File: src/hw/rtl/tal_pkg.sv
`timescale 1ns / 1ps
// Shared types and constants for the Thumb ALU with flags.
// Used by tal_shift, tal_exec and thumb_alu_with_flags; depends on nothing.
package tal_pkg;

	localparam int DATA_W  = 32;
	localparam int CMD_W   = 5;
	localparam int FLAGS_W = 4;
	localparam int SHAMT_W = 8;

	// Command codes: Thumb register ALU opcodes, then the extra forms
	localparam logic [CMD_W-1:0] CMD_AND     = 5'd0;
	localparam logic [CMD_W-1:0] CMD_EOR     = 5'd1;
	localparam logic [CMD_W-1:0] CMD_LSL     = 5'd2;
	localparam logic [CMD_W-1:0] CMD_LSR     = 5'd3;
	localparam logic [CMD_W-1:0] CMD_ASR     = 5'd4;
	localparam logic [CMD_W-1:0] CMD_ADC     = 5'd5;
	localparam logic [CMD_W-1:0] CMD_SBC     = 5'd6;
	localparam logic [CMD_W-1:0] CMD_ROR     = 5'd7;
	localparam logic [CMD_W-1:0] CMD_TST     = 5'd8;
	localparam logic [CMD_W-1:0] CMD_NEG     = 5'd9;
	localparam logic [CMD_W-1:0] CMD_CMP     = 5'd10;
	localparam logic [CMD_W-1:0] CMD_CMN     = 5'd11;
	localparam logic [CMD_W-1:0] CMD_ORR     = 5'd12;
	localparam logic [CMD_W-1:0] CMD_MUL     = 5'd13;
	localparam logic [CMD_W-1:0] CMD_BIC     = 5'd14;
	localparam logic [CMD_W-1:0] CMD_MVN     = 5'd15;
	localparam logic [CMD_W-1:0] CMD_LSL_IMM = 5'd16;
	localparam logic [CMD_W-1:0] CMD_LSR_IMM = 5'd17;
	localparam logic [CMD_W-1:0] CMD_ASR_IMM = 5'd18;
	localparam logic [CMD_W-1:0] CMD_ADD     = 5'd19;
	localparam logic [CMD_W-1:0] CMD_SUB     = 5'd20;
	localparam logic [CMD_W-1:0] CMD_MOV_IMM = 5'd21;
	localparam logic [CMD_W-1:0] CMD_CMP_IMM = 5'd22;

	// Flag bit positions
	localparam int FLAG_N = 3;
	localparam int FLAG_Z = 2;
	localparam int FLAG_C = 1;
	localparam int FLAG_V = 0;

	// Shifter operation codes
	localparam logic [1:0] SH_LSL = 2'd0;
	localparam logic [1:0] SH_LSR = 2'd1;
	localparam logic [1:0] SH_ASR = 2'd2;
	localparam logic [1:0] SH_ROR = 2'd3;

	// Shift by 32, used for immediate LSR/ASR with a zero amount
	localparam logic [SHAMT_W-1:0] SHAMT_WORD = 8'd32;

	typedef struct packed {
		logic [CMD_W-1:0]  command;
		logic [DATA_W-1:0] operand_a;
		logic [DATA_W-1:0] operand_b;
	} in_item_t;

	typedef struct packed {
		logic [DATA_W-1:0]  result_value;
		logic               write_result;
		logic [FLAGS_W-1:0] flags_out;
	} out_item_t;

	typedef struct packed {
		logic [1:0]         kind;
		logic [SHAMT_W-1:0] amount;
	} shift_ctl_t;

	typedef struct packed {
		logic [DATA_W-1:0] value;
		logic              carry;
	} shift_res_t;

endpackage

File: src/hw/rtl/thumb_alu_with_flags.sv
`timescale 1ns / 1ps
// Top level of the Thumb ALU with flags: input register, execute logic, result register.
// Depends on tal_pkg and tal_exec.

// Executes one Thumb data-processing command per item and keeps the NZCV flags
// locally. One item is accepted every cycle when the result side does not stall.
// The input register loads the item at its accepting edge. The result register loads
// from the input register at an edge where the result side is free, and the result
// is presented from the result register. The flag register is
// updated in the same edge that loads the result register, so an item that
// follows directly sees the flags of its predecessor. Undefined command codes
// give a zero result, no write and the flags unchanged. Flags clear on reset.
module thumb_alu_with_flags (
	input  logic                clk,
	input  logic                arst_n,
	input  logic                cmd_valid,
	output logic                cmd_stall,
	input  tal_pkg::in_item_t   cmd_item,
	output logic                res_valid,
	input  logic                res_stall,
	output tal_pkg::out_item_t  res_item
);

	logic                          valid_s1;
	tal_pkg::in_item_t             item_s1;
	logic                          res_valid_q;
	tal_pkg::out_item_t            res_q;
	logic [tal_pkg::FLAGS_W-1:0]   flags_q;
	tal_pkg::out_item_t            exec_res;
	logic                          out_free;
	logic                          advance;
	logic                          cmd_take;

	// Handshake: the result register frees when empty or taken
	assign out_free  = !res_valid_q || !res_stall;
	assign advance   = valid_s1 && out_free;
	assign cmd_stall = valid_s1 && !out_free;
	assign cmd_take  = cmd_valid && !cmd_stall;

	// Input register
	always_ff @(posedge clk or negedge arst_n) begin
		if (!arst_n) begin
			valid_s1 <= 1'b0;
		end else if (cmd_take) begin
			valid_s1 <= 1'b1;
		end else if (advance) begin
			valid_s1 <= 1'b0;
		end
	end

	always_ff @(posedge clk) begin
		if (cmd_take) begin
			item_s1 <= cmd_item;
		end
	end

	tal_exec u_exec (
		.item  (item_s1),
		.flags (flags_q),
		.res   (exec_res)
	);

	// Result register and flags
	always_ff @(posedge clk or negedge arst_n) begin
		if (!arst_n) begin
			res_valid_q <= 1'b0;
			flags_q     <= '0;
		end else begin
			if (advance) begin
				res_valid_q <= 1'b1;
				flags_q     <= exec_res.flags_out;
			end else if (!res_stall) begin
				res_valid_q <= 1'b0;
			end
		end
	end

	always_ff @(posedge clk) begin
		if (advance) begin
			res_q <= exec_res;
		end
	end

	assign res_valid = res_valid_q;
	assign res_item  = res_q;

endmodule

File: src/hw/rtl/tal_shift.sv
`timescale 1ns / 1ps
// Barrel shifter with ARM shifter carry-out rules (LSL, LSR, ASR, ROR).
// Depends on tal_pkg.
module tal_shift (
	input  logic [tal_pkg::DATA_W-1:0] value,
	input  logic                       carry_in,
	input  tal_pkg::shift_ctl_t        ctl,
	output tal_pkg::shift_res_t        res
);

	logic                          amt_zero;
	logic                          amt_le_word;
	logic [5:0]                    amt_lo;
	logic [5:0]                    amt_clamp;
	logic [tal_pkg::DATA_W:0]      lsl_w;
	logic [tal_pkg::DATA_W:0]      lsr_w;
	logic signed [tal_pkg::DATA_W:0] asr_w;
	logic [2*tal_pkg::DATA_W-1:0]  ror_w;

	assign amt_zero    = (ctl.amount == '0);
	assign amt_le_word = (ctl.amount <= tal_pkg::SHAMT_WORD);
	assign amt_lo      = ctl.amount[5:0];
	assign amt_clamp   = amt_le_word ? amt_lo : tal_pkg::SHAMT_WORD[5:0];

	// Extended shifts: the extra bit catches the last bit shifted out
	assign lsl_w = {1'b0, value} << amt_lo;
	assign lsr_w = {value, 1'b0} >> amt_lo;
	assign asr_w = $signed({value, 1'b0}) >>> amt_clamp;
	assign ror_w = {value, value} >> ctl.amount[4:0];

	// Select by kind; a zero amount passes the value and the carry through
	always_comb begin
		res.value = value;
		res.carry = carry_in;
		if (!amt_zero) begin
			unique case (ctl.kind)
				tal_pkg::SH_LSL: begin
					if (amt_le_word) begin
						res.value = lsl_w[tal_pkg::DATA_W-1:0];
						res.carry = lsl_w[tal_pkg::DATA_W];
					end else begin
						res.value = '0;
						res.carry = 1'b0;
					end
				end
				tal_pkg::SH_LSR: begin
					if (amt_le_word) begin
						res.value = lsr_w[tal_pkg::DATA_W:1];
						res.carry = lsr_w[0];
					end else begin
						res.value = '0;
						res.carry = 1'b0;
					end
				end
				tal_pkg::SH_ASR: begin
					res.value = asr_w[tal_pkg::DATA_W:1];
					res.carry = asr_w[0];
				end
				default: begin
					// ROR: carry is the new top bit, also for multiples of 32
					res.value = ror_w[tal_pkg::DATA_W-1:0];
					res.carry = ror_w[tal_pkg::DATA_W-1];
				end
			endcase
		end
	end

endmodule

File: src/hw/rtl/tal_exec.sv
`timescale 1ns / 1ps
// Execute logic for one item: decode, adder, logic ops, multiply, shifter, flags.
// Depends on tal_pkg and tal_shift.
module tal_exec (
	input  tal_pkg::in_item_t                 item,
	input  logic [tal_pkg::FLAGS_W-1:0]       flags,
	output tal_pkg::out_item_t                res
);

	localparam int W = tal_pkg::DATA_W;

	logic [W-1:0]        a;
	logic [W-1:0]        b;
	logic                c_in;
	logic                v_in;

	// Operand setup
	logic [W-1:0]        add_x;
	logic [W-1:0]        add_y;
	logic                add_cin;
	logic [W:0]          sum_w;
	logic [W-1:0]        sum;
	logic                add_c;
	logic                add_v;
	logic [W-1:0]        prod;
	logic [4:0]          imm_amt;
	tal_pkg::shift_ctl_t sh_ctl;
	tal_pkg::shift_res_t sh_res;

	// Result selection
	logic [W-1:0]        r;
	logic                wr;
	logic                c_out;
	logic                v_out;
	logic                defined;

	assign a       = item.operand_a;
	assign b       = item.operand_b;
	assign c_in    = flags[tal_pkg::FLAG_C];
	assign v_in    = flags[tal_pkg::FLAG_V];
	assign imm_amt = b[4:0];

	// Adder and shifter operands
	always_comb begin
		add_x   = a;
		add_y   = b;
		add_cin = 1'b0;
		sh_ctl  = '{kind: tal_pkg::SH_LSL, amount: b[tal_pkg::SHAMT_W-1:0]};
		unique case (item.command) inside
			tal_pkg::CMD_ADC: add_cin = c_in;
			tal_pkg::CMD_SBC: begin
				add_y   = ~b;
				add_cin = c_in;
			end
			tal_pkg::CMD_NEG: begin
				add_x   = '0;
				add_y   = ~b;
				add_cin = 1'b1;
			end
			tal_pkg::CMD_CMP, tal_pkg::CMD_SUB, tal_pkg::CMD_CMP_IMM: begin
				add_y   = ~b;
				add_cin = 1'b1;
			end
			tal_pkg::CMD_LSR: sh_ctl.kind = tal_pkg::SH_LSR;
			tal_pkg::CMD_ASR: sh_ctl.kind = tal_pkg::SH_ASR;
			tal_pkg::CMD_ROR: sh_ctl.kind = tal_pkg::SH_ROR;
			tal_pkg::CMD_LSL_IMM: sh_ctl.amount = tal_pkg::SHAMT_W'(imm_amt);
			tal_pkg::CMD_LSR_IMM: begin
				sh_ctl.kind   = tal_pkg::SH_LSR;
				sh_ctl.amount = (imm_amt == '0) ? tal_pkg::SHAMT_WORD
				                                : tal_pkg::SHAMT_W'(imm_amt);
			end
			tal_pkg::CMD_ASR_IMM: begin
				sh_ctl.kind   = tal_pkg::SH_ASR;
				sh_ctl.amount = (imm_amt == '0) ? tal_pkg::SHAMT_WORD
				                                : tal_pkg::SHAMT_W'(imm_amt);
			end
			default: ;
		endcase
	end

	// Shared adder; overflow uses the operand as actually added
	assign sum_w = {1'b0, add_x} + {1'b0, add_y} + (W+1)'(add_cin);
	assign sum   = sum_w[W-1:0];
	assign add_c = sum_w[W];
	assign add_v = ~(add_x[W-1] ^ add_y[W-1]) & (add_x[W-1] ^ sum[W-1]);

	// Low word of the product
	assign prod = a * b;

	tal_shift u_shift (
		.value    (a),
		.carry_in (c_in),
		.ctl      (sh_ctl),
		.res      (sh_res)
	);

	// Result, write enable and carry/overflow selection
	always_comb begin
		r       = '0;
		wr      = 1'b1;
		c_out   = c_in;
		v_out   = v_in;
		defined = 1'b1;
		unique case (item.command) inside
			tal_pkg::CMD_AND: r = a & b;
			tal_pkg::CMD_TST: begin
				r  = a & b;
				wr = 1'b0;
			end
			tal_pkg::CMD_EOR: r = a ^ b;
			tal_pkg::CMD_ORR: r = a | b;
			tal_pkg::CMD_BIC: r = a & ~b;
			tal_pkg::CMD_MVN: r = ~b;
			tal_pkg::CMD_MUL: r = prod;
			tal_pkg::CMD_MOV_IMM: r = b;
			tal_pkg::CMD_LSL, tal_pkg::CMD_LSR, tal_pkg::CMD_ASR, tal_pkg::CMD_ROR,
			tal_pkg::CMD_LSL_IMM, tal_pkg::CMD_LSR_IMM, tal_pkg::CMD_ASR_IMM: begin
				r     = sh_res.value;
				c_out = sh_res.carry;
			end
			tal_pkg::CMD_ADC, tal_pkg::CMD_SBC, tal_pkg::CMD_NEG,
			tal_pkg::CMD_ADD, tal_pkg::CMD_SUB: begin
				r     = sum;
				c_out = add_c;
				v_out = add_v;
			end
			tal_pkg::CMD_CMP, tal_pkg::CMD_CMN, tal_pkg::CMD_CMP_IMM: begin
				r     = sum;
				wr    = 1'b0;
				c_out = add_c;
				v_out = add_v;
			end
			default: begin
				// undefined code: no operation, flags unchanged
				wr      = 1'b0;
				defined = 1'b0;
			end
		endcase
	end

	assign res.result_value = r;
	assign res.write_result = wr;
	assign res.flags_out    = defined ? {r[W-1], (r == '0), c_out, v_out} : flags;

endmodule

File: config.mk
export PLATFORM = sky130hd
export DESIGN_NAME = thumb_alu_with_flags
export DESIGN_NICKNAME = d
export VERILOG_FILES = /design/src/hw/rtl/tal_pkg.sv /design/src/hw/rtl/thumb_alu_with_flags.sv /design/src/hw/rtl/tal_shift.sv /design/src/hw/rtl/tal_exec.sv
export SDC_FILE = /design/constraint.sdc
export NUM_CORES = 2
export LEC_CHECK = 0
export CORE_MARGIN = 2
export CORE_UTILIZATION = 25
export DETAILED_ROUTE_END_ITERATION = 12
export DONT_BUFFER_PORTS = 1
export SYNTH_ARGS = -nofsm -noshare
export SYNTH_HDL_FRONTEND = slang
export SYNTH_SLANG_ARGS = --single-unit
File: constraint.sdc
create_clock -name clk -period 12.09 [get_ports clk]
set_input_delay 1.8135 -clock clk [delete_from_list [all_inputs] [get_ports clk]]
set_output_delay 1.8135 -clock clk [all_outputs]
set_load 0.005 [all_outputs]
After elaboration in Yosys (flattened, before gate mapping)
Cells that the tools add are included.
{"block": "totals", "output_inout_bits": 39, "input_bits": 73, "register_bits": 112, "elab_cells": 97}
{"block": "classes", "muxes": 21, "multipliers": 1, "bitwise_logic": 9, "shifts": 4, "n_reduce_logical": 25, "magnitude_cmp": 1, "n_eq_ne": 25, "n_addsub": 2}
{"operator": "$pmux W32 S9", "count": 1}
{"operator": "$mux W33", "count": 3}
{"operator": "$pmux W33 S3", "count": 1}
{"operator": "$and A32 B32 Y32", "count": 2}
{"operator": "$mux W32", "count": 2}
{"operator": "$shr A64 B5 Y32", "count": 1}
{"operator": "$eq A5 B4 Y1 const B", "count": 8}
{"operator": "$eq A5 B5 Y1 const B", "count": 7}
{"operator": "$add A32 B32 Y33", "count": 1}
{"operator": "$add A33 B1 Y33", "count": 1}
{"operator": "$shl A32 B6 Y33", "count": 1}
{"operator": "$shr A33 B6 Y33", "count": 1}
{"operator": "$sshr A33 B6 Y33", "count": 1}
{"operator": "$logic_not A32 Y1", "count": 1}
{"operator": "$mul A32 B32 Y32", "count": 1}
{"operator": "$not A32 Y32", "count": 1}
{"operator": "$or A32 B32 Y32", "count": 1}
{"operator": "$xor A32 B32 Y32", "count": 1}
{"operator": "$reduce_or A23 Y1", "count": 1}
{"operator": "$eq A5 B3 Y1 const B", "count": 4}
{"operator": "$reduce_or A19 Y1", "count": 1}
{"operator": "$pmux W8 S2", "count": 1}
{"operator": "$mux W6", "count": 2}
{"operator": "$eq A5 B2 Y1 const B", "count": 2}
{"operator": "24 further kinds", "count": 42}

Depth between registers and ports, before layout
{"block": "depth", "word_depth": 11, "ltp_mapped": 35, "ltp_nobuf": 29}

Modules after synthesis
A second synthesis with hierarchy kept.
{"block": "unflattened", "cells_unflattened": 3797, "area_unflattened_um2": 31453.9}
{"module": "tal_exec", "instances": 1, "area_each_um2": 20579.7, "seq_area_each_um2": 0.0, "cells_each": 2602}
{"module": "tal_shift", "instances": 1, "area_each_um2": 7447.1, "seq_area_each_um2": 0.0, "cells_each": 1073}
{"module": "thumb_alu_with_flags", "instances": 1, "area_each_um2": 3427.0, "seq_area_each_um2": 3333.2, "cells_each": 122}

Worst setup path after synthesis
OpenSTA, ideal clock, no wires.
{"block": "synth_path", "kind": "reg2reg", "from": "register item_s1[2] (netlist bit)", "to": "register res_q, in the netlist res_item[2], data pin", "required_time_ps": 11914, "period_less_slack_ps": 9686, "t_arrival_ps": 9510, "stages_incl_launch_ff": 33, "setup_time_ps": 176, "setup_slack_ps": 2404, "path_buffers": 8, "cell_sequence": "edfxtp_1 -> buf_2 -> buf_2 -> inv_2 -> buf_1 -> clkbuf_1 -> buf_1 -> clkbuf_1 -> buf_1 -> nor2_1 -> fa_1 -> inv_1 -> fa_1 -> fa_1 -> fa_1 -> inv_1 -> fa_1 -> fa_1 -> fa_1 -> fa_1 -> ha_1 -> clkbuf_1 -> and3_1 -> nand2_1 -> or2_2 -> o31ai_1 -> a211oi_1 -> xnor2_1 -> a211o_1 -> nor4b_1 -> nand4_1 -> or4_4 -> o32ai_1"}
{"item": "start: declaration", "line_no": "thumb_alu_with_flags.sv:25", "source": "tal_pkg::in_item_t item_s1;"}
{"item": "start signal: assignment", "line_no": "thumb_alu_with_flags.sv:53", "source": "item_s1 <= cmd_item;"}
{"item": "end signal: assignment", "line_no": "thumb_alu_with_flags.sv:80", "source": "res_q <= exec_res;"}
{"item": "end: declaration", "line_no": "thumb_alu_with_flags.sv:27", "source": "tal_pkg::out_item_t res_q;"}

==> results by group <==
Run status
  • Status: finished clean

Clock tree
  • CTS tree: done
  • Clock root cell: clkbuf_16
  • Number of CTS-inserted buffers: 9
  • Hold buffers post-CTS: 0
  • Post-CTS Resized: 0
  • Worst-path clk slew: 0.10 ns
  • H-tree depth: 3
  • TritonCTS Sinks: 112
  • Post-CTS Setup Bufs: 0
  • Worst-Skew Late Latency: roughly 0.44 ns
  • Clock tree buffer depth: 2

Finish
  • Register area: approximately 3300 um^2
  • Footprint of the multi-input gates: between 20000 and 30000 um^2
  • Fill count: approximately 14k
  • Layout overhead on the synthesized area: 6.76%
  • Fin nets: around 4.5k
  • Layout cells sized above 1: roughly 7.9%

STA
  • Final setup margin: just over 2 ns
  • Min cycle time layout: ~10 ns
  • Final setup fails: 0
  • Worst Max-Slew Pin Slew: about 1.4 ns
  • Setup TNS: 0 ns
  • Final Hold Vio Count: 0
  • Worst slew margin: 7.99%
  • Layout Skew: 0.0337 ns
  • Slew Limit Fails: 0
  • Final worst-path cycle share: between 80 and 90%
  • RSZ-0062 raised after global routing: no
  • Max Freq: between 90 and 100 MHz

Yosys
  • Mapped Area: between 30000 and 40000 um^2
  • Area leader, netlist: fa_1
  • Synth top area cells: fa_1 25%, edfxtp_1 9.8%, ha_1 7.8%
  • Post-synth EDFFs: 106
  • Synth top area share: approximately a quarter
  • Cell count after synthesis: roughly 4.0k
  • Unique masters post-synth: 90
  • Post-synthesis async set-or-reset flop share: under 10%
  • Syn_nets: about 4.6k
  • Yosys warning count: 0
  • Primary FF master, synth: edfxtp_1
  • FF+latch count, synth: between 100 and 150
  • Register area share after synthesis: 10.3%
  • Avg Cell Area, Syn: approximately 8 um^2

Global route
  • Remaining Overflow, GRT: 0
  • First-pass GRT wire length: 240 mm
  • Vias in the first global route: 31.8k
  • Overall global routing resource usage: ~25%
  • Initial antenna violation count: 14
  • Largest net degree at the start of global routing: roughly 110

Placed design
  • GPL Wtd Cong: about 1.1
  • Worst Setup Slack post-DPL: 2.36 ns
  • Port buffer count: 0
  • Placed wire-length estimate: between 100 and 150 mm

Worst setup path
  • Setup CP Type: reg -> reg
  • Worst setup path start: item_s1[7]
  • Reg-to-reg critical path startpoint: item_s1[7]
  • CP Launch Type: flop
  • Delay of the slowest critical-path stage: ~1.1 ns
  • Worst setup EP type: flop
  • CP max stage cell: edfxtp_1
  • CP required: 12.32 ns
  • Arrival time at the worst endpoint: between 10 and 15 ns
  • Cell mode on critical path: fa_1
  • Crit Path Max Fanout: 21

Hold path
  • HP Class: reg -> reg
  • Hold Crit Start: flags_q[2]

Die
  • Core Area: approximately 130000 um^2
  • Initial core utilization: around 25%
  • DIE WIDTH: ~360 um
  • # rows: between 100 and 150
  • I/O pin count: approximately 110
  • Die Height: approximately 360 um
  • Die area: roughly 130000 um^2

Run
  • MaxCap Viol Count: 0

Route
  • Routed vias: 32.7k
  • Routed WL: between 150 and 200 mm
  • Drt first-iter violations: around 4.8k
  • 1st-pass router iterations: 6
  • Post-route ant nets: 0
  • Drt drc: 0
  • WL/cell: 31.1 um
  • Via/cell ratio: 5.92
==> cell usage in the layout, fill, tap and decap left out, drive strengths merged, types with 16 or more instances in the layout <==
cell type and n:
a31oi 34, a221oi 20, o31ai 20, a22oi 29, clkinv 19, nand2 428, mux2i 67, a211oi 50
o22ai 37, a21oi 223, ha 202, o211ai 42, buf 122, o221ai 33, o21ai 167, nand4 23
o21a 16, nor2b 19, and2 19, fa 410, a211o 16, mux4 66, inv 459, a21o 29
o2111ai 16, nand3 50, xor2 26, nand2b 23, nor2 502, xnor2 109, edfxtp 106, o32ai 22
nor3 52, mux2 44
==> layer usage <==
| layer | part of all wire [%] | wire length (um) | global-route usage, % |
|---|---|---|---|
| met5 | 0.055 | 95 | 0 |
| met4 | 8.7 | 15000 | 18.5 |
| met1 | 37 | 63300 | 31.5 |
| met2 | 41 | 70600 | 36.6 |
| met3 | 13 | 22900 | 8.97 |
==> flip-flops by register name (all words and copies together) (netlist names) <==
register   cells
valid_s1       1
res_item      37
item_s1       69
res_valid      1
flags_q        4
==> synthesized netlist by cell type (23+ instances only) <==
library cell	number
a211oi_1	50
fa_1	410
clkbuf_1	230
o22ai_1	37
mux2_2	44
a31oi_1	34
buf_1	49
edfxtp_1	106
mux2i_1	67
o211ai_1	42
a22oi_1	28
ha_1	202
o221ai_1	33
nand2_1	428
nand2b_1	23
xnor2_1	109
nor2_1	502
buf_2	43
mux4_2	66
nor3_1	52
inv_1	454
nand3_1	50
a21o_1	29
xor2_1	26
o21ai_0	160
a21oi_1	223
==> metrics by stage <==
| step | hold WS [ns] | utilization, % | std cells | cell area [um^2] |
|---|---|---|---|---|
| after CTS | 0.492 | 26.8 | 5511 | 34600 |
| after detailed placement | 0.477 | 26.6 | 5496 | 34300 |
| after global placement | 0.462 | 26.6 | 5496 | 34300 |
| final | 0.490 | 26.8 | 5517 | 34600 |
| after floorplan | 0.448 | - | 3956 | 32400 |
| after global routing | 0.513 | 26.8 | 5511 | 34600 |
==> worst paths after layout <==
check | to | slack (ns) | cells after the start
min in group asynchronous | res_valid | 1.08 | 0
max reg2reg | res_item[2] | 2.06 | 27
max | res_item[2] | 2.06 | 27
min | flags_q[2] | 0.49 | 2
min reg2reg | flags_q[2] | 0.49 | 2
max in group asynchronous | flags_q[2] | 10.93 | 0
==> worst max-delay path: cells and delay by family, from the launching register on <==
family / cells / cell delay [ns]
flip-flops: 1 / 1.11
adder cells (fa/ha/maj): 9 / 4.33
AND/OR/NAND/NOR: 6 / 1.53
buffers and inverters: 5 / 1.03
XOR/XNOR: 1 / 0.23
AO/OA/AOI/OAI: 6 / 1.53
==> area by class of cell <==
class / count / share of cell area [%]
inverters: 474 / 5.14
flip-flops and latches: 112 / 9.63
clock buffers: 10 / 0.662
clock inverters: 5 / 0.166
multi-input cells: 3046 / 75.4
repair buffers: 122 / 2.68
diodes: 6 / 0.0434
well taps: 1742 / 6.30
==> cell families (layout without fill, tap and decap cells) <==
| logic type | Yosys count | count (layout) | share of synthesized area [%] |
|---|---|---|---|
| flops | 112 | 112 | 10.3 |
| compound gates | 899 | 899 | 18.8 |
| fa+ha+maj | 612 | 612 | 33.1 |
| simple gates | 1223 | 1223 | 16.5 |
| other cells | 0 | 6 | 0 |
| mux | 177 | 177 | 8.18 |
| xor+xnor | 135 | 135 | 3.65 |
| buf+inv | 798 | 611 | 9.45 |
Power is left out: the tool's default activity adds up to more than one toggle a clock period on the data nets, which glitch-free logic cannot reach.
